File: src/rtl/hrlq_pkg.sv
package hrlq_pkg;

    // character codes
    localparam logic [7:0] CH_SP    = 8'h20;
    localparam logic [7:0] CH_QM    = 8'h3F;
    localparam logic [7:0] CH_AMP   = 8'h26;
    localparam logic [7:0] CH_EQ    = 8'h3D;
    localparam logic [7:0] CH_PCT   = 8'h25;
    localparam logic [7:0] CH_PLUS  = 8'h2B;
    localparam logic [7:0] CH_CR    = 8'h0D;
    localparam logic [7:0] CH_LF    = 8'h0A;
    localparam logic [7:0] CH_DIG0  = 8'h30;
    localparam logic [7:0] CH_DIG9  = 8'h39;
    localparam logic [7:0] CH_LOW_A = 8'h61;
    localparam logic [7:0] CH_LOW_F = 8'h66;
    localparam logic [7:0] CH_UP_A  = 8'h41;
    localparam logic [7:0] CH_UP_F  = 8'h46;

    localparam int KEY_BYTES = 16;
    localparam int KEY_LEN_W = 5;
    localparam logic [KEY_LEN_W-1:0] KEY_LEN_MAX = KEY_LEN_W'(KEY_BYTES);
    localparam logic [KEY_LEN_W-1:0] KEY_POS_SAT = '1;

    // result slots per byte: held CR or CRLF done, current byte, held CR at buffer end, done
    localparam int SLOTS  = 4;
    localparam int SLOT_W = $clog2(SLOTS);

    localparam int QUEUE_DEPTH_DEF = 4;

    typedef enum logic [2:0] {
        PH_METHOD,
        PH_PATH,
        PH_QKEY,
        PH_QVAL,
        PH_TAIL
    } phase_t;

    typedef enum logic [1:0] {
        KIND_DATA,
        KIND_END,
        KIND_DONE
    } kind_t;

    typedef enum logic [1:0] {
        TAG_METHOD,
        TAG_PATH,
        TAG_KEY,
        TAG_VALUE
    } tag_t;

    typedef enum logic [1:0] {
        REG_KEY_LOW,
        REG_KEY_HIGH,
        REG_KEY_LEN
    } cfg_reg_t;

    typedef enum logic [1:0] {
        ESC_NONE,
        ESC_HIGH,
        ESC_LOW
    } esc_t;

    typedef struct packed {
        kind_t      kind;
        tag_t       tag;
        logic [7:0] data;
        logic       bad;
        logic       nov;
        logic       match;
        logic       status;
    } res_t;

    typedef struct packed {
        phase_t                 phase;
        logic                   cr;
        esc_t                   esc;
        logic [3:0]             hi;
        logic                   inv;
        logic                   tok_eq;
        logic [KEY_LEN_W-1:0]   key_pos;
        logic                   key_diff;
        logic                   done;
    } st_t;

    typedef struct packed {
        res_t [SLOTS-1:0] res;
        logic [SLOTS-1:0] mask;
    } qent_t;

    typedef struct packed {
        logic full;
        logic empty;
    } qstat_t;

endpackage

File: src/rtl/hrlq_in_if.sv
interface hrlq_in_if;
    logic       valid;
    logic       ready;
    logic [7:0] in_byte;
    logic       end_of_buffer;

    modport source (output valid, output in_byte, output end_of_buffer, input ready);
    modport sink (input valid, input in_byte, input end_of_buffer, output ready);
endinterface

File: src/rtl/hrlq_out_if.sv
interface hrlq_out_if;
    logic       valid;
    logic       ready;
    logic [1:0] out_kind;
    logic [1:0] field_tag;
    logic [7:0] data_byte;
    logic       value_bad;
    logic       no_value;
    logic       key_match;
    logic       request_status;
    logic       last_of_run;

    modport source (output valid, output out_kind, output field_tag, output data_byte,
                    output value_bad, output no_value, output key_match,
                    output request_status, output last_of_run, input ready);
    modport sink (input valid, input out_kind, input field_tag, input data_byte,
                  input value_bad, input no_value, input key_match,
                  input request_status, input last_of_run, output ready);
endinterface

File: src/rtl/hrlq_cfg_if.sv
interface hrlq_cfg_if;
    logic        valid;
    logic        ready;
    logic [1:0]  index;
    logic [63:0] data;

    modport source (output valid, output index, output data, input ready);
    modport sink (input valid, input index, input data, output ready);
endinterface

File: src/rtl/hrlq_front.sv
module hrlq_front
(
    input  logic              clk,
    input  logic              rst_n,
    hrlq_in_if.sink           rx,
    hrlq_cfg_if.sink          cfg,
    input  hrlq_pkg::qstat_t  qstat,
    output logic              push,
    output hrlq_pkg::qent_t   push_ent
);

    typedef struct packed {
        hrlq_pkg::st_t  st;
        logic           vld;
        hrlq_pkg::res_t res;
    } step_t;

    localparam hrlq_pkg::st_t ST_RESET = '{
        phase:    hrlq_pkg::PH_METHOD,
        cr:       1'b0,
        esc:      hrlq_pkg::ESC_NONE,
        hi:       4'h0,
        inv:      1'b0,
        tok_eq:   1'b0,
        key_pos:  '0,
        key_diff: 1'b0,
        done:     1'b0
    };

    hrlq_pkg::st_t                      state_reg;
    hrlq_pkg::st_t                      state_next;
    logic [63:0]                        key_low_reg;
    logic [63:0]                        key_high_reg;
    logic [hrlq_pkg::KEY_LEN_W-1:0]     key_len_reg;
    logic                               accept;

    // {ok, value}
    function automatic logic [4:0] hex_val(logic [7:0] c);
        logic [4:0] r;
        r = '0;
        if (c >= hrlq_pkg::CH_DIG0 && c <= hrlq_pkg::CH_DIG9)
            r = {1'b1, 4'(c - hrlq_pkg::CH_DIG0)};
        else if (c >= hrlq_pkg::CH_LOW_A && c <= hrlq_pkg::CH_LOW_F)
            r = {1'b1, 4'(c - hrlq_pkg::CH_LOW_A + 8'd10)};
        else if (c >= hrlq_pkg::CH_UP_A && c <= hrlq_pkg::CH_UP_F)
            r = {1'b1, 4'(c - hrlq_pkg::CH_UP_A + 8'd10)};
        return r;
    endfunction

    function automatic step_t line_byte(hrlq_pkg::st_t s, logic [7:0] c, logic [127:0] key,
                                        logic [hrlq_pkg::KEY_LEN_W-1:0] klen);
        step_t      r;
        logic [4:0] h;
        logic       kmatch;
        r = '0;
        r.st = s;
        h = hex_val(c);
        kmatch = (s.key_pos < hrlq_pkg::KEY_LEN_MAX) && (s.key_pos < klen)
                 && (key[{s.key_pos[3:0], 3'b000} +: 8] == c);
        unique case (s.phase)
            hrlq_pkg::PH_METHOD:
            begin
                r.vld = 1'b1;
                r.res.tag = hrlq_pkg::TAG_METHOD;
                if (c == hrlq_pkg::CH_SP)
                begin
                    r.res.kind = hrlq_pkg::KIND_END;
                    r.st.phase = hrlq_pkg::PH_PATH;
                end
                else
                begin
                    r.res.kind = hrlq_pkg::KIND_DATA;
                    r.res.data = c;
                end
            end
            hrlq_pkg::PH_PATH:
            begin
                r.vld = 1'b1;
                r.res.tag = hrlq_pkg::TAG_PATH;
                if (c == hrlq_pkg::CH_SP)
                begin
                    r.res.kind = hrlq_pkg::KIND_END;
                    r.st.phase = hrlq_pkg::PH_TAIL;
                end
                else if (c == hrlq_pkg::CH_QM)
                begin
                    r.res.kind = hrlq_pkg::KIND_END;
                    r.st.phase = hrlq_pkg::PH_QKEY;
                end
                else
                begin
                    r.res.kind = hrlq_pkg::KIND_DATA;
                    r.res.data = c;
                end
            end
            hrlq_pkg::PH_QKEY:
            begin
                r.vld = 1'b1;
                r.res.tag = hrlq_pkg::TAG_KEY;
                if (c == hrlq_pkg::CH_SP || c == hrlq_pkg::CH_AMP || c == hrlq_pkg::CH_EQ)
                begin
                    r.res.kind = hrlq_pkg::KIND_END;
                    r.res.nov = (c != hrlq_pkg::CH_EQ);
                    r.res.match = !s.key_diff && (s.key_pos == klen)
                                  && (klen <= hrlq_pkg::KEY_LEN_MAX);
                    r.st.key_pos = '0;
                    r.st.key_diff = 1'b0;
                    if (c == hrlq_pkg::CH_SP)
                        r.st.phase = hrlq_pkg::PH_TAIL;
                    else if (c == hrlq_pkg::CH_EQ)
                    begin
                        r.st.phase = hrlq_pkg::PH_QVAL;
                        r.st.tok_eq = 1'b1;
                    end
                end
                else
                begin
                    r.res.kind = hrlq_pkg::KIND_DATA;
                    r.res.data = c;
                    if (!kmatch)
                        r.st.key_diff = 1'b1;
                    if (s.key_pos != hrlq_pkg::KEY_POS_SAT)
                        r.st.key_pos = s.key_pos + 1'b1;
                end
            end
            hrlq_pkg::PH_QVAL:
            begin
                r.res.tag = hrlq_pkg::TAG_VALUE;
                if (c == hrlq_pkg::CH_SP || c == hrlq_pkg::CH_AMP)
                begin
                    r.vld = 1'b1;
                    r.res.kind = hrlq_pkg::KIND_END;
                    r.res.bad = s.inv || (s.esc != hrlq_pkg::ESC_NONE);
                    r.st.esc = hrlq_pkg::ESC_NONE;
                    r.st.hi = 4'h0;
                    r.st.inv = 1'b0;
                    r.st.tok_eq = 1'b0;
                    r.st.phase = (c == hrlq_pkg::CH_SP) ? hrlq_pkg::PH_TAIL
                                                        : hrlq_pkg::PH_QKEY;
                end
                else if (!s.inv)
                begin
                    r.res.kind = hrlq_pkg::KIND_DATA;
                    priority if (s.esc == hrlq_pkg::ESC_HIGH)
                    begin
                        if (!h[4])
                        begin
                            r.st.inv = 1'b1;
                            r.st.esc = hrlq_pkg::ESC_NONE;
                        end
                        else
                        begin
                            r.st.hi = h[3:0];
                            r.st.esc = hrlq_pkg::ESC_LOW;
                        end
                    end
                    else if (s.esc == hrlq_pkg::ESC_LOW)
                    begin
                        r.st.esc = hrlq_pkg::ESC_NONE;
                        if (!h[4])
                            r.st.inv = 1'b1;
                        else
                        begin
                            r.vld = 1'b1;
                            r.res.data = {s.hi, h[3:0]};
                        end
                    end
                    else if (c == hrlq_pkg::CH_PCT)
                        r.st.esc = hrlq_pkg::ESC_HIGH;
                    else
                    begin
                        r.vld = 1'b1;
                        r.res.data = (c == hrlq_pkg::CH_PLUS) ? hrlq_pkg::CH_SP : c;
                    end
                end
            end
            default:
            begin
                r.vld = 1'b0;
            end
        endcase
        return r;
    endfunction

    function automatic hrlq_pkg::res_t done_res(hrlq_pkg::st_t s);
        hrlq_pkg::res_t r;
        r = '0;
        r.kind = hrlq_pkg::KIND_DONE;
        r.tag = hrlq_pkg::TAG_METHOD;
        r.status = (s.phase != hrlq_pkg::PH_TAIL);
        return r;
    endfunction

    assign rx.ready  = !qstat.full;
    assign cfg.ready = 1'b1;
    assign accept    = rx.valid && rx.ready;

    always_comb
    begin
        hrlq_pkg::st_t s;
        step_t         t0;
        step_t         t1;
        step_t         t2;
        logic [127:0]  key;
        key = {key_high_reg, key_low_reg};
        s = state_reg;
        push_ent = '0;
        t0 = '0;
        t1 = '0;
        t2 = '0;
        if (!s.done)
        begin
            if (s.cr)
            begin
                s.cr = 1'b0;
                if (rx.in_byte == hrlq_pkg::CH_LF)
                begin
                    push_ent.mask[0] = 1'b1;
                    push_ent.res[0] = done_res(s);
                    s.done = 1'b1;
                end
                else
                begin
                    t0 = line_byte(s, hrlq_pkg::CH_CR, key, key_len_reg);
                    s = t0.st;
                    push_ent.mask[0] = t0.vld;
                    push_ent.res[0] = t0.res;
                    if (rx.in_byte == hrlq_pkg::CH_CR)
                        s.cr = 1'b1;
                    else
                    begin
                        t1 = line_byte(s, rx.in_byte, key, key_len_reg);
                        s = t1.st;
                        push_ent.mask[1] = t1.vld;
                        push_ent.res[1] = t1.res;
                    end
                end
            end
            else if (rx.in_byte == hrlq_pkg::CH_CR)
                s.cr = 1'b1;
            else
            begin
                t1 = line_byte(s, rx.in_byte, key, key_len_reg);
                s = t1.st;
                push_ent.mask[1] = t1.vld;
                push_ent.res[1] = t1.res;
            end
        end
        if (rx.end_of_buffer)
        begin
            if (!s.done)
            begin
                if (s.cr)
                begin
                    s.cr = 1'b0;
                    t2 = line_byte(s, hrlq_pkg::CH_CR, key, key_len_reg);
                    s = t2.st;
                    push_ent.mask[2] = t2.vld;
                    push_ent.res[2] = t2.res;
                end
                push_ent.mask[3] = 1'b1;
                push_ent.res[3] = done_res(s);
            end
            s = ST_RESET;
        end
        state_next = accept ? s : state_reg;
        push = accept && (push_ent.mask != '0);
    end

    always_ff @(posedge clk or negedge rst_n)
    begin
        if (!rst_n)
        begin
            state_reg    <= ST_RESET;
            key_low_reg  <= '0;
            key_high_reg <= '0;
            key_len_reg  <= '0;
        end
        else
        begin
            state_reg <= state_next;
            if (cfg.valid && cfg.ready)
            begin
                unique case (cfg.index)
                    hrlq_pkg::REG_KEY_LOW:  key_low_reg  <= cfg.data;
                    hrlq_pkg::REG_KEY_HIGH: key_high_reg <= cfg.data;
                    hrlq_pkg::REG_KEY_LEN:  key_len_reg  <= cfg.data[hrlq_pkg::KEY_LEN_W-1:0];
                    default:
                    begin
                        key_len_reg <= key_len_reg;
                    end
                endcase
            end
        end
    end

endmodule

File: src/rtl/hrlq_queue.sv
module hrlq_queue
#(
    parameter int DEPTH = hrlq_pkg::QUEUE_DEPTH_DEF
)
(
    input  logic              clk,
    input  logic              rst_n,
    input  logic              push,
    input  hrlq_pkg::qent_t   push_ent,
    input  logic              pop,
    output hrlq_pkg::qent_t   head,
    output hrlq_pkg::qstat_t  qstat
);

    localparam int PW = (DEPTH > 1) ? $clog2(DEPTH) : 1;
    localparam int CW = $clog2(DEPTH + 1);
    localparam logic [PW-1:0] PTR_LAST = PW'(DEPTH - 1);
    localparam logic [CW-1:0] CNT_FULL = CW'(DEPTH);

    hrlq_pkg::qent_t    mem_reg [DEPTH];
    logic [PW-1:0]      wr_ptr_reg;
    logic [PW-1:0]      rd_ptr_reg;
    logic [CW-1:0]      count_reg;
    logic [PW-1:0]      wr_ptr_next;
    logic [PW-1:0]      rd_ptr_next;
    logic [CW-1:0]      count_next;
    logic               do_push;
    logic               do_pop;

    assign qstat.full  = (count_reg == CNT_FULL);
    assign qstat.empty = (count_reg == '0);
    assign head        = mem_reg[rd_ptr_reg];
    assign do_push     = push && !qstat.full;
    assign do_pop      = pop && !qstat.empty;

    always_comb
    begin
        wr_ptr_next = wr_ptr_reg;
        rd_ptr_next = rd_ptr_reg;
        count_next  = count_reg;
        if (do_push)
            wr_ptr_next = (wr_ptr_reg == PTR_LAST) ? '0 : wr_ptr_reg + 1'b1;
        if (do_pop)
            rd_ptr_next = (rd_ptr_reg == PTR_LAST) ? '0 : rd_ptr_reg + 1'b1;
        if (do_push && !do_pop)
            count_next = count_reg + 1'b1;
        else if (do_pop && !do_push)
            count_next = count_reg - 1'b1;
    end

    always_ff @(posedge clk or negedge rst_n)
    begin
        if (!rst_n)
        begin
            wr_ptr_reg <= '0;
            rd_ptr_reg <= '0;
            count_reg  <= '0;
        end
        else
        begin
            wr_ptr_reg <= wr_ptr_next;
            rd_ptr_reg <= rd_ptr_next;
            count_reg  <= count_next;
        end
    end

    always_ff @(posedge clk)
    begin
        if (do_push)
            mem_reg[wr_ptr_reg] <= push_ent;
    end

endmodule

File: src/rtl/hrlq_back.sv
module hrlq_back
(
    input  logic              clk,
    input  logic              rst_n,
    input  hrlq_pkg::qent_t   head,
    input  hrlq_pkg::qstat_t  qstat,
    output logic              pop,
    hrlq_out_if.source        fields
);

    hrlq_pkg::res_t [hrlq_pkg::SLOTS-1:0]  wk_res_reg;
    hrlq_pkg::res_t [hrlq_pkg::SLOTS-1:0]  wk_res_next;
    logic [hrlq_pkg::SLOTS-1:0]            wk_mask_reg;
    logic [hrlq_pkg::SLOTS-1:0]            wk_mask_next;
    logic                                  out_vld_reg;
    logic                                  out_vld_next;
    hrlq_pkg::res_t                        out_res_reg;
    hrlq_pkg::res_t                        out_res_next;
    logic                                  out_last_reg;
    logic                                  out_last_next;
    logic [hrlq_pkg::SLOT_W-1:0]           sel;
    logic [hrlq_pkg::SLOTS-1:0]            low_bit;
    logic [hrlq_pkg::SLOTS-1:0]            mask_after;
    logic                                  advance;
    logic                                  emit;

    always_comb
    begin
        sel = '0;
        for (int i = hrlq_pkg::SLOTS - 1; i >= 0; i--)
        begin
            if (wk_mask_reg[i])
                sel = hrlq_pkg::SLOT_W'(i);
        end
        low_bit    = wk_mask_reg & (~wk_mask_reg + 1'b1);
        mask_after = wk_mask_reg & ~low_bit;
        advance    = !out_vld_reg || fields.ready;
        emit       = advance && (wk_mask_reg != '0);
        // refill the work register in the same cycle its last result leaves
        pop        = !qstat.empty && ((wk_mask_reg == '0) || (emit && (mask_after == '0)));

        wk_res_next  = wk_res_reg;
        wk_mask_next = wk_mask_reg;
        if (pop)
        begin
            wk_res_next  = head.res;
            wk_mask_next = head.mask;
        end
        else if (emit)
            wk_mask_next = mask_after;

        out_res_next  = out_res_reg;
        out_last_next = out_last_reg;
        if (emit)
        begin
            out_vld_next  = 1'b1;
            out_res_next  = wk_res_reg[sel];
            out_last_next = (mask_after == '0);
        end
        else if (advance)
            out_vld_next = 1'b0;
        else
            out_vld_next = out_vld_reg;
    end

    always_ff @(posedge clk or negedge rst_n)
    begin
        if (!rst_n)
        begin
            wk_mask_reg <= '0;
            out_vld_reg <= 1'b0;
        end
        else
        begin
            wk_mask_reg <= wk_mask_next;
            out_vld_reg <= out_vld_next;
        end
    end

    always_ff @(posedge clk)
    begin
        wk_res_reg   <= wk_res_next;
        out_res_reg  <= out_res_next;
        out_last_reg <= out_last_next;
    end

    assign fields.valid          = out_vld_reg;
    assign fields.out_kind       = out_res_reg.kind;
    assign fields.field_tag      = out_res_reg.tag;
    assign fields.data_byte      = out_res_reg.data;
    assign fields.value_bad      = out_res_reg.bad;
    assign fields.no_value       = out_res_reg.nov;
    assign fields.key_match      = out_res_reg.match;
    assign fields.request_status = out_res_reg.status;
    assign fields.last_of_run    = out_last_reg;

endmodule

File: src/rtl/http_request_line_query_parser.sv
// Channel   Dir  Payload                                         Handshake
// rx        in   in_byte, end_of_buffer                          valid/ready
// fields    out  out_kind, field_tag, data_byte, value_bad,      valid/ready
//                no_value, key_match, request_status, last_of_run
// cfg       in   index, data (key low, key high, key length)     valid/ready
//
// The front parses one request byte per cycle while the result queue is not full, and
// queues its 0 to 3 results as one entry. The back sends one result beat per cycle while
// fields is ready, from a registered output stage, so the sustained rate is one byte per
// cycle while bytes give at most one result each; several results leave as separate beats.
// rx stalls only when the result queue is full; reset clears parse state and key registers.
module http_request_line_query_parser
#(
    parameter int QUEUE_DEPTH = hrlq_pkg::QUEUE_DEPTH_DEF
)
(
    input  logic         clk,
    input  logic         rst_n,
    hrlq_in_if.sink      rx,
    hrlq_out_if.source   fields,
    hrlq_cfg_if.sink     cfg
);

    logic               push;
    logic               pop;
    hrlq_pkg::qent_t    push_ent;
    hrlq_pkg::qent_t    head;
    hrlq_pkg::qstat_t   qstat;

    hrlq_front u_front
    (
        .clk      (clk),
        .rst_n    (rst_n),
        .rx       (rx),
        .cfg      (cfg),
        .qstat    (qstat),
        .push     (push),
        .push_ent (push_ent)
    );

    hrlq_queue
    #(
        .DEPTH (QUEUE_DEPTH)
    )
    u_queue
    (
        .clk      (clk),
        .rst_n    (rst_n),
        .push     (push),
        .push_ent (push_ent),
        .pop      (pop),
        .head     (head),
        .qstat    (qstat)
    );

    hrlq_back u_back
    (
        .clk    (clk),
        .rst_n  (rst_n),
        .head   (head),
        .qstat  (qstat),
        .pop    (pop),
        .fields (fields)
    );

    a_no_push_when_full: assert property (@(posedge clk) disable iff (!rst_n)
        push |-> !qstat.full)
        else $error("push into full result queue");

    a_at_most_three: assert property (@(posedge clk) disable iff (!rst_n)
        push |-> !(&push_ent.mask))
        else $error("byte produced more than three results");

    a_done_is_last: assert property (@(posedge clk) disable iff (!rst_n)
        (fields.valid && fields.out_kind == hrlq_pkg::KIND_DONE) |-> fields.last_of_run)
        else $error("done beat not marked last of run");

    a_pop_has_data: assert property (@(posedge clk) disable iff (!rst_n)
        pop |-> !qstat.empty)
        else $error("pop from empty result queue");

endmodule
File: src/flat_wrapper.sv
// flat-port wrapper written by rule: the top's interface ports become plain ports
module http_request_line_query_parser_flat 
#(
    parameter int QUEUE_DEPTH = hrlq_pkg::QUEUE_DEPTH_DEF
)
  (clk, rst_n, rx_valid, rx_in_byte, rx_end_of_buffer, rx_ready, fields_valid, fields_out_kind, fields_field_tag, fields_data_byte, fields_value_bad, fields_no_value, fields_key_match, fields_request_status, fields_last_of_run, fields_ready, cfg_valid, cfg_index, cfg_data, cfg_ready);
  hrlq_in_if rx_i ();
  hrlq_out_if fields_i ();
  hrlq_cfg_if cfg_i ();
  input  logic clk;
  input  logic rst_n;
  input wire logic [$bits(rx_i.valid)-1:0] rx_valid;
  input wire logic [$bits(rx_i.in_byte)-1:0] rx_in_byte;
  input wire logic [$bits(rx_i.end_of_buffer)-1:0] rx_end_of_buffer;
  output wire logic [$bits(rx_i.ready)-1:0] rx_ready;
  output wire logic [$bits(fields_i.valid)-1:0] fields_valid;
  output wire logic [$bits(fields_i.out_kind)-1:0] fields_out_kind;
  output wire logic [$bits(fields_i.field_tag)-1:0] fields_field_tag;
  output wire logic [$bits(fields_i.data_byte)-1:0] fields_data_byte;
  output wire logic [$bits(fields_i.value_bad)-1:0] fields_value_bad;
  output wire logic [$bits(fields_i.no_value)-1:0] fields_no_value;
  output wire logic [$bits(fields_i.key_match)-1:0] fields_key_match;
  output wire logic [$bits(fields_i.request_status)-1:0] fields_request_status;
  output wire logic [$bits(fields_i.last_of_run)-1:0] fields_last_of_run;
  input wire logic [$bits(fields_i.ready)-1:0] fields_ready;
  input wire logic [$bits(cfg_i.valid)-1:0] cfg_valid;
  input wire logic [$bits(cfg_i.index)-1:0] cfg_index;
  input wire logic [$bits(cfg_i.data)-1:0] cfg_data;
  output wire logic [$bits(cfg_i.ready)-1:0] cfg_ready;
  assign rx_i.valid = rx_valid;
  assign rx_i.in_byte = rx_in_byte;
  assign rx_i.end_of_buffer = rx_end_of_buffer;
  assign rx_ready = rx_i.ready;
  assign fields_valid = fields_i.valid;
  assign fields_out_kind = fields_i.out_kind;
  assign fields_field_tag = fields_i.field_tag;
  assign fields_data_byte = fields_i.data_byte;
  assign fields_value_bad = fields_i.value_bad;
  assign fields_no_value = fields_i.no_value;
  assign fields_key_match = fields_i.key_match;
  assign fields_request_status = fields_i.request_status;
  assign fields_last_of_run = fields_i.last_of_run;
  assign fields_i.ready = fields_ready;
  assign cfg_i.valid = cfg_valid;
  assign cfg_i.index = cfg_index;
  assign cfg_i.data = cfg_data;
  assign cfg_ready = cfg_i.ready;
  http_request_line_query_parser #(.QUEUE_DEPTH(QUEUE_DEPTH)) u_core (.clk(clk), .rst_n(rst_n), .rx(rx_i), .fields(fields_i), .cfg(cfg_i));
endmodule
File: config.mk
export PLATFORM = sky130hd
export DESIGN_NAME = http_request_line_query_parser_flat
export DESIGN_NICKNAME = d
export VERILOG_FILES = /design/src/rtl/hrlq_pkg.sv /design/src/rtl/hrlq_in_if.sv /design/src/rtl/hrlq_out_if.sv /design/src/rtl/hrlq_cfg_if.sv /design/src/rtl/hrlq_front.sv /design/src/rtl/hrlq_queue.sv /design/src/rtl/hrlq_back.sv /design/src/rtl/http_request_line_query_parser.sv /design/src/flat_wrapper.sv
export SDC_FILE = /design/constraint.sdc
export NUM_CORES = 1
export LEC_CHECK = 0
export ABC_CLOCK_PERIOD_IN_PS = 3500
export BUFFER_PORTS_ARGS = -buffer_cell sky130_fd_sc_hd__buf_2
export CAP_MARGIN = 15
export CORE_MARGIN = 4
export CORE_UTILIZATION = 56
export DETAILED_ROUTE_END_ITERATION = 7
export PLACE_DENSITY = 0.74
export SYNTH_ARGS = -nofsm -noshare
export SYNTH_HDL_FRONTEND = slang
export SYNTH_SLANG_ARGS = --single-unit
File: constraint.sdc
create_clock -name clk -period 3.5 [get_ports clk]
set_input_delay 0.875 -clock clk [delete_from_list [all_inputs] [get_ports clk]]
set_output_delay 0.875 -clock clk [all_outputs]
set_load 0.1 [all_outputs]
==> impl_results.md, run 1 <==
* Post-DRT Antenna Nets at 0
* Clock Tree Buf Depth at 3
* Post-synth top cells: 163 x dfrtp_1, 149 x edfxtp_1, 144 x mux2_2, 90 x nand2_1, 80 x nor2_1
* Initial antenna violation count at 0
* Synthesized Nets at between 1000 and 1500
* Post-synth EDFFs at around 150
* DRC viols at 0
* # hold bufs at CTS at 0
* Fin nets at approximately 1600
* Die H at 181.9 um
* Crit path DAT at between 3 and 4 ns
* Die Area at ~33000 um^2
* Avg WL per Cell at between 20 and 25 um
* Reg2reg start: u_core.u_front.state_reg[2]
* Total track usage at about a quarter
* WP data required at a little under 4 ns
* Int Pwr at around 10 mW
* Status: complete, no violations
* # diodes at 0
* Worst-skew pair later-pin latency at 0.52 ns
* Synth area leaders: edfxtp_1 26%, dfrtp_1 24%, mux2_2 9.6%, mux4_2 8.9%, mux4_1 2.2%
* PD cells at slightly below 800 nW/um^2
* #FFs+latches synth at 312
* R2R setup slack at just over 0.08 ns
* First-pass GRT wire length at ~70000 um
* Clk_skew at roughly 0.024 ns
* Switching pwr at ~5.5 mW
* Total CTS buffers at 34
* Max cap viols at 0
* Syn Area/Cell at ~13 um^2
* CTS tree: done
* Initial Util at a little under three fifths
* Detailed Place HPWL at 30830 um
* Worst hold path class: in -> async
* Max Transition Viols Final at 0
* VDD IR-drop max at approximately 0.00043 V
* RePlAce Congestion at around 0.95
* Post-synth top area cell: edfxtp_1
* Clock sink total at 312
* Hold Fails Final Rpt at 0
* Root buf cell: clkbuf_16
* Starting DRC count in detailed routing at about 900
* Leakage at a little under 8 nW
* Final core utilization at 66.79%
* Largest net degree at the start of global routing at 99
* Ys async rst share at ~52%
* Logic pwr share at approximately 40%
* Yosys warning total at 0
* Seq/Total Area, Yosys at between 50% and 60%
* Reg clk slew, reported paths at 0.07 ns
* Placeable Area at 29720 um^2
* Clock group share of total power at 24.1%
* Gate Count Post-Synth at about 1300
* Worst slew pin tran at 0.9531 ns
* Netlist area before placement at 16940 um^2
* Top cell type's share of synthesized area at approximately a quarter
* Layout cell share with drive strength beyond 1 at between 30% and 40%
* Switch share at between 30 and 40%
* I/O pin total at 100
* Total gr overflow at 0
* Final WL at 43050 um
* Setup violations, final at 0
* Initial DRT Pass Iterations at 5
* Final Cycle Share at 97.70%
* Min Hold Slack at around 0.25 ns
* Seq pwr share at 35.9%
* RSZ-0062 raised after global routing: yes
* Crit Path Class: reg -> reg
* Nature of the critical path endpoint: flip-flop
* Slew headroom at roughly 36%
* Post-DR vias/cell at 6.281
* Depth of the most critical reg-to-reg path at 10
* Port buffer count at a little under 100
* Main synth FF type: dfrtp_1
* Crit Path Max Fanout at 7
* Synth unique cells at 98
* Rows at 63
* Crit Reg-Reg Endpoint: u_core.u_front.state_reg[1]
* Critical path launch point type: flip-flop
* Number of global-route vias before repair at between 10000 and 15000
* Final min period at about 3.4 ns
* Layout overhead on the synthesized area at 17.18%
* Max frequency at between 0.2 and 0.3 GHz
* Most frequent cell after synthesis: dfrtp_1
* Vias at 12085
* Max reg flops at 108
* Width of the chip at approximately 180 um
* # H-tree levels at 2
layout make-up:
| cell class | instances | area (um^2) |
|---|---|---|
| Fill cell | 2180 | 9869 |
| Sequential cell | 312 | 8559 |
| Multi-Input combinational cell | 888 | 7812 |
| Timing Repair Buffer | 237 | 1678 |
| Clock buffer | 39 | 899.6 |
| Tap cell | 390 | 488.0 |
| Clock inverter | 23 | 270.3 |
| Inverter | 35 | 140.1 |
through the flow:
stage          setup TNS [ns]  setup slack [ns]  std cells  power [mW]  area, um^2
5_1_grt              -0.01137          -0.01137       1924       16.28       19850
3_3_place_gp           -26.87           -0.4291       1860       11.57       18620
3_5_place_dp           -32.43           -0.4964       1860       11.77       18620
6_report                    0           0.08051       1924       15.51       19850
4_1_cts                     0           0.02469       1922       15.55       19790
2_1_floorplan          -1.348           -0.3427       1325       9.965       16960
cell usage in the layout (no fill, tap or decap), types with 7 or more instances in the layout:
cell type / Yosys / routed
clkbuf_16: 0 / 34
nor4_1: 9 / 7
xnor2_1: 16 / 16
nand2b_1: 17 / 17
ha_1: 27 / 24
nor2_1: 80 / 78
nand2_1: 90 / 90
o22ai_1: 8 / 8
mux4_1: 14 / 14
mux2i_1: 24 / 24
o21ai_0: 67 / 66
or3_1: 7 / 7
nor3_1: 19 / 19
edfxtp_1: 149 / 149
a31oi_1: 12 / 12
a22oi_1: 16 / 16
mux4_2: 67 / 67
mux2_2: 144 / 144
a211oi_1: 10 / 10
nor2b_1: 15 / 15
and2_1: 20 / 16
buf_2: 22 / 97
nand3_1: 13 / 13
buf_4: 4 / 128
a21o_1: 7 / 7
dfrtp_1: 163 / 160
nand4_1: 9 / 9
nand3b_1: 8 / 8
a21oi_1: 57 / 57
inv_1: 33 / 30
clkinv_2: 0 / 7
buf_12: 3 / 11
a22o_1: 8 / 8
worst max-delay path by stage:
stage	depth (start not counted)	slack, ns	from	end
2_1_floorplan	13	-0.34	rx_in_byte[0]	u_core.u_queue.count_reg[1]
3_3_place_gp	14	-0.43	rx_in_byte[0]	u_core.u_queue.count_reg[1]
3_5_place_dp	14	-0.50	rx_in_byte[0]	u_core.u_queue.count_reg[1]
4_1_cts	14	0.02	rx_in_byte[0]	u_core.u_queue.count_reg[1]
5_1_grt	10	-0.01	u_core.u_front.state_reg[2]	u_core.u_front.state_reg[1]
6_report	10	0.08	u_core.u_front.state_reg[2]	u_core.u_front.state_reg[1]
what timing repair did:
| item | in CTS | in global routing |
|---|---|---|
| resized for setup | 0 | 8 |
| buffers inserted | 0 | 2 |
| setup endpoints to repair | 0 | 8 |
power groups by stage:
stage / logic [mW] / registers [mW] / clock network, mW
after global placement: 6.00 / 5.57 / 0
after CTS: 6.17 / 5.58 / 3.80
after global routing: 6.63 / 5.68 / 3.97
final: 6.20 / 5.57 / 3.73
after detailed placement: 6.13 / 5.64 / 0
after floorplan: 4.00 / 5.96 / 0
routing by layer:
metal	part of all wire (%)	GRT usage, %	vias to the layer above
li1	-	-	5459
met1	40	33.39	6069
met2	51	44.69	430
met3	4.6	2.945	127
met4	5.0	11.53	0
met5	0	0	-
worst max-delay path: stages, from the launching register on:
cell and delay (ns):
dfrtp_4 0.52, buf_4 0.18, mux4_1 0.62, mux4_2 0.56, xnor2_1 0.15, or4b_1 0.46, nor4_1 0.18, a21oi_1 0.15
a22oi_1 0.22, nor2_1 0.08, a211oi_2 0.21
logic make-up after synthesis:
kind of cell | after synthesis | share of synthesized area [%]
AOI/OAI and AO/OA | 255 | 9.899
DFF | 312 | 50.50
xor gates and xnor gates | 19 | 1.093
and+or+nand+nor | 333 | 10.31
buffers and inverters | 125 | 3.804
muxes | 251 | 22.21
other | 1 | 0.02214
adders and majority gates | 29 | 2.172
Note: power is estimated with default switching activity, not from simulation.
==> inputs of run 2 (changes only) <==
Settings changed: CORE_UTILIZATION 56 to 51, PLACE_DENSITY 0.74 to 0.68.
==> run 2 against run 1 <==
Compared with the run above:
- highest routed layer unchanged
- sequential power shrank 0.9%
- largest cell class unchanged
- global-route usage is 2.0 points lower
- first-iteration DRC count decreased by 1.3%
- routed wire length is 0.25% higher
- sequential cell count did not move
- critical endpoint is now u_core.u_queue.count_reg[1]
==> impl_results.md, run 2 (synthesis results as in run 1) <==
* Status: complete, no violations
* Post-DRT Antenna Nets at 0
* Setup ws final at roughly 0.11 ns
* Port buffer count at 98
* VDD IR-drop max at a little over 0.0005 V
* PD cells at roughly 770 nW/um^2
* Final WL at 43160 um
* Layout overhead on the synthesized area at 18.22%
* Die Area at 36190 um^2
* Die H at 190.2 um
* Max cap viols at 0
* Avg WL per Cell at roughly 22 um
* Vias at ~12000
* Detailed Place HPWL at ~32000 um
* Worst slew pin tran at 0.9575 ns
* Final Cycle Share at a little over nine tenths
* Clock Tree Buf Depth at 3
* Setup violations, final at 0
* Total CTS buffers at 34
* Total gr overflow at 0
* Clock group share of total power at between 20% and 30%
* Root buf cell: clkbuf_16
* Switching pwr at 5.488 mW
* Max Transition Viols Final at 0
* Hold Fails Final Rpt at 0
* Crit path DAT at ~3.8 ns
* Leakage at about 7.9 nW
* Pre-CTS WS at -0.4898 ns
* Largest net degree at the start of global routing at 65
* Worst hold path class: in -> async
* GR Layer Usage met3 at under 10%
* Reg2reg start: u_core.u_front.state_reg[18]
* Rows at 66
* Worst-skew pair later-pin latency at just over 0.5 ns
* First-pass GRT wire length at slightly below 70000 um
* I/O pin total at 100
* Final min period at 3.394 ns
* Layout cell share with drive strength beyond 1 at a little over a third
* GRT met2 Usage at between 40% and 50%
* Final core utilization at between 60% and 70%
* DRC viols at 0
* Max reg flops at roughly 110
* Logic pwr share at 40.7%
* Depth of the most critical reg-to-reg path at 12
* # diodes at 0
* Clock sink total at 312
* Crit Reg-Reg Endpoint: u_core.u_queue.count_reg[1]
* Initial Util at 51.93%
* Fin nets at ~1600
* # H-tree levels at 2
* Total track usage at a little under a quarter
* Most frequent cells in the layout: 160 x dfrtp_1, 149 x edfxtp_1, 144 x mux2_2
* M1 GR Usage at 30.84%
* Max frequency at slightly below 0.3 GHz
* Initial DRT Pass Iterations at 5
* Most common cell after layout, fill and taps aside: dfrtp_1
* Switch share at 35.74%
* CP max-delay cell: fa_1
* Final Power at about 15 mW
* Non-Filler Instances at approximately 2000
* Crit Path Max Fanout at 4
* Post-DR vias/cell at approximately 6.0
* Nature of the critical path endpoint: flip-flop
* # hold bufs at CTS at 0
* Width of the chip at 190.2 um
* Initial antenna violation count at 0
* Crit Path Class: reg -> reg
* Starting DRC count in detailed routing at between 900 and 1000
* FILL cells at 2589
* Int Pwr at 9.866 mW
* Placeable Area at approximately 33000 um^2
* Largest stage delay, worst path at between 0.4 and 0.5 ns
* WP data required at about 3.9 ns
* CTS tree: done
* RePlAce Congestion at a little under 1
* Critical path launch point type: flip-flop
* Busiest grt layer: met2
* Number of global-route vias before repair at 12225
* R2R setup slack at ~0.11 ns
* Post-Place Cells at about 1900
* Reg clk slew, reported paths at around 0.060 ns
* Crit-path cells: and4bb_2 > buf_4 > mux2i_2 > nor2_2 > mux2i_1 > a311oi_1 > o31a_1 > o311a_1 > ha_2 > inv_2 > fa_1 > mux2_2
* Clk_skew at about 0.014 ns
* Slew headroom at a little over a third
* Seq pwr share at 36.0%
-- run 2: changes by cell type in the layout (fill, tap and decap cells not counted), moves of 2 or more --
| cell | change |
|---|---|
| bufinv_16 | -2 |
| nor4_1 | +2 |
| buf_12 | +5 |
| nor4_2 | -2 |
| clkinv_1 | -2 |
| clkinv_2 | -2 |
| buf_4 | +8 |
| clkbuf_1 | +5 |
-- run 2: worst max-delay path by stage --
| stage | endpoint | depth (start not counted) | slack [ns] | start |
|---|---|---|---|---|
| 2_1_floorplan | u_core.u_queue.count_reg[1] | 13 | -0.34 | rx_in_byte[0] |
| 3_3_place_gp | u_core.u_queue.count_reg[1] | 14 | -0.38 | rx_in_byte[0] |
| 3_5_place_dp | u_core.u_queue.count_reg[1] | 14 | -0.49 | rx_in_byte[0] |
| 4_1_cts | u_core.u_queue.count_reg[1] | 14 | 0.04 | rx_in_byte[0] |
| 5_1_grt | u_core.u_queue.count_reg[2] | 13 | -0.03 | u_core.u_front.state_reg[18] |
| 6_report | u_core.u_queue.count_reg[1] | 12 | 0.11 | u_core.u_front.state_reg[18] |
-- run 2: through the flow --
step	hold slack [ns]	TNS (ns)	instance area, um^2
2_1_floorplan	0.4489	-1.348	16960
3_3_place_gp	0.4818	-22.47	18830
3_5_place_dp	0.4871	-30.48	18830
4_1_cts	0.3554	0	19950
5_1_grt	0.3737	-0.02629	20020
6_report	0.3415	0	20020
-- run 2: repair_timing --
action | CTS | global route
resized for setup | 0 | 10
setup buffers | 0 | 5
setup endpoints to repair | 0 | 4
-- run 2: cell type report --
| cell class | instances | area, um^2 | area share (%) |
|---|---|---|---|
| inverter | 35 | 140.1 | 0.6998 |
| clock inverter | 16 | 177.7 | 0.8873 |
| tap | 442 | 553.0 | 2.762 |
| timing repair buffer | 252 | 1864 | 9.310 |
| clock buffer | 45 | 943.4 | 4.711 |
| multi-input combinational | 888 | 7786 | 38.88 |
| sequential | 312 | 8559 | 42.75 |
-- run 2: power groups by stage --
| stage | Clock, mW | Combinational [mW] | Sequential (mW) |
|---|---|---|---|
| after CTS | 3.66 | 6.24 | 5.53 |
| after detailed placement | 0 | 6.21 | 5.60 |
| after global placement | 0 | 6.10 | 5.54 |
| after global routing | 3.83 | 6.67 | 5.63 |
| after floorplan | 0 | 4.00 | 5.96 |
| final | 3.59 | 6.25 | 5.52 |
-- run 2: worst max-delay path, delay by kind of cell, from the launching register on --
| family | cells | cell delay (ns) |
|---|---|---|
| AOI/OAI and AO/OA | 3 | 0.83 |
| muxes | 3 | 0.80 |
| adders and majority gates | 2 | 0.60 |
| and+or+nand+nor | 2 | 0.44 |
| DFF | 1 | 0.37 |
| buffers and inverters | 2 | 0.22 |
-- run 2: layer usage --
metal  vias up  routed length [um]
met3       112                2109
met1      6004               17310
li1       5479                   -
met5         -                   0
met2       409               21970
met4         0                1766
==> inputs of run 3 (changes only) <==
==> constraint.sdc (replaced) <==
create_clock -name clk -period 3.5 [get_ports clk]
set_input_delay 0.175 -clock clk [delete_from_list [all_inputs] [get_ports clk]]
set_output_delay 0.175 -clock clk [all_outputs]
set_load 0.1 [all_outputs]
==> run 3 against run 2 <==
Compared with the run above:
- die area did not move
- count of clock-buffer cells in the layout grew 1
- cell area rose by 0.56%
- via count up 0.26%
- non-clock buffer count grew 8
- power is 1.6% lower
- sequential cell count is the same
- clock skew up 0.0052 ns
- register-to-register slack improved by 0.06 ns
- core utilization increased by 0.34 points
- clock power decreased by 2%
- largest cell class unchanged
==> impl_results.md, run 3 (synthesis results as in run 1) <==
* # diodes at 0
* Final Cycle Share at between 90% and 100%
* Setup ws final at 0.1613 ns
* Critical path's top delay family: simple AND/OR/NAND/NOR gates
* Status: complete, no violations
* Depth of the most critical reg-to-reg path at 9
* First-pass GRT wire length at 69370 um
* Fin nets at 1639
* Final min period at between 3 and 4 ns
* Crit Path Max Fanout at 33
* Critical path launch point type: flip-flop
* Critical Path Stages at 9
* Post-Place Cells at about 1900
* Total CTS buffers at 34
* Post-DRT Antenna Nets at 0
* Number of global-route vias before repair at around 12000
* Area after DPL at 18330 um^2
* Nature of the critical path endpoint: flip-flop
* Leakage at about 7.8 nW
* Crit path buf inv count at 1
* Rows at 66
* Most frequent cells in the layout: 159 x dfrtp_1, 149 x edfxtp_1, 144 x mux2_2
* Placeable Area at 32620 um^2
* Max Transition Viols Final at 0
* CP max-delay cell: mux4_1
* Max cap viols at 0
* Avg WL per Cell at about 22 um
* Crit Path Class: reg -> reg
* Max frequency at ~0.3 GHz
* Clock sink total at between 300 and 400
* Pre-CTS WS at 0.08016 ns
* Max reg flops at approximately 110
* Width of the chip at about 190 um
* Layout overhead on the synthesized area at 18.88%
* Initial Util at slightly above 50%
* Final core utilization at between 60% and 70%
* Design area at just over 20000 um^2
* Post-Route Setup TNS at 0 ns
* RePlAce Congestion at 0.9502
* # H-tree levels at 2
* Post-DR vias/cell at 6.024
* Setup violations, final at 0
* WP data required at approximately 3.8 ns
* Crit-path cells: buf_12 > mux4_1 > a22o_1 > a31oi_1 > nand2b_1 > or4bb_1 > nand2_1 > a31oi_1 > nor2_1
* DRC viols at 0
* RSZ-0062 raised after global routing: yes
* Hold path depth at 2
* Clk_skew at 0.01954 ns
* I/O pin total at 100
* Port buffer count at slightly below 100
* Worst hold path class: in -> reg
* VDD IR-drop max at 0.0005341 V
* Non-Filler Instances at around 2000
* Vias at between 10000 and 15000
* Layout cell share with drive strength beyond 1 at between 30% and 40%
* Reg clk slew, reported paths at approximately 0.070 ns
* Slew headroom at approximately a third
* Most used cell, CP: a31oi_1
* Min Hold Slack at around 0.083 ns
* Worst slew pin tran at just under 1 ns
* Detailed Place HPWL at 30360 um
* Initial antenna violation count at 0
* Clock Tree Buf Depth at 3
* Die Area at about 36000 um^2
* Crit path DAT at roughly 3.6 ns
* Initial DRT Pass Iterations at 6
* Largest stage delay, worst path at 0.60 ns
* Final WL at between 40000 and 50000 um
* PD cells at approximately 750 nW/um^2
* CTS tree: done
* Largest net degree at the start of global routing at between 80 and 90
* Total track usage at 24.16%
* Die H at 190.2 um
* Hold Fails Final Rpt at 0
* Root buf cell: clkbuf_16
* Total gr overflow at 0
* Worst-skew pair later-pin latency at around 0.52 ns
* Starting DRC count in detailed routing at ~900
* Most common cell after layout, fill and taps aside: dfrtp_1
* Final Power at ~15 mW
-- run 3: cell types whose count changed in the layout (fill, tap and decap cells not counted), sizes merged --
cell         change
dlygate4sd3     +65
clkinv           +3
clkinvlp         -2
buf             -57
clkbuf           +1
bufinv           -2
-- run 3: layout make-up --
| class | instances | area [um^2] |
|---|---|---|
| fill | 2528 | 12480 |
| sequential | 312 | 8561 |
| multi-input combinational | 888 | 7764 |
| timing repair buffer | 260 | 2013 |
| clock buffer | 46 | 977.2 |
| tap | 442 | 553.0 |
| inverter | 35 | 136.4 |
| clock inverter | 15 | 131.4 |
-- run 3: report_power, final --
part / internal, mW / switching (mW) / total [mW] / leakage [nW]
sequential: 4.92 / 0.626 / 5.55 / 3.33
clock: 2.06 / 1.46 / 3.52 / 0.551
combinational: 2.73 / 3.31 / 6.05 / 3.95
-- run 3: repair_timing --
item                                   4_1_cts  5_1_grt
hold buffers                                65        0
resized for setup                            0        3
endpoints found under the hold margin      210        0
setup endpoints to repair                    0        8
buffers inserted                             0        6
-- run 3: path summary, 6_finish.rpt --
path	startpoint	end	slack, ns
worst min register to register	u_core.u_front.state_reg[10]	u_core.u_front.state_reg[10]	0.50
worst max register to register	u_core.u_front.state_reg[2]	u_core.u_queue.mem_reg[0][21]	0.16
worst min-delay path	rx_end_of_buffer	u_core.u_front.state_reg[8]	0.08
worst max-delay path	u_core.u_front.state_reg[2]	u_core.u_queue.mem_reg[0][21]	0.16
min in group asynchronous	rst_n	u_core.u_back.wk_mask_reg[2]	0.30
max in group asynchronous	rst_n	u_core.u_front.key_high_reg[29]	2.20
-- run 3: per-layer routing --
metal	track usage, %	up-vias	part of all wire (%)
li1	-	5492	-
met1	30.52	6048	40
met2	43.32	380	52
met3	3.021	115	4.8
met4	8.177	0	3.8
met5	0	-	0
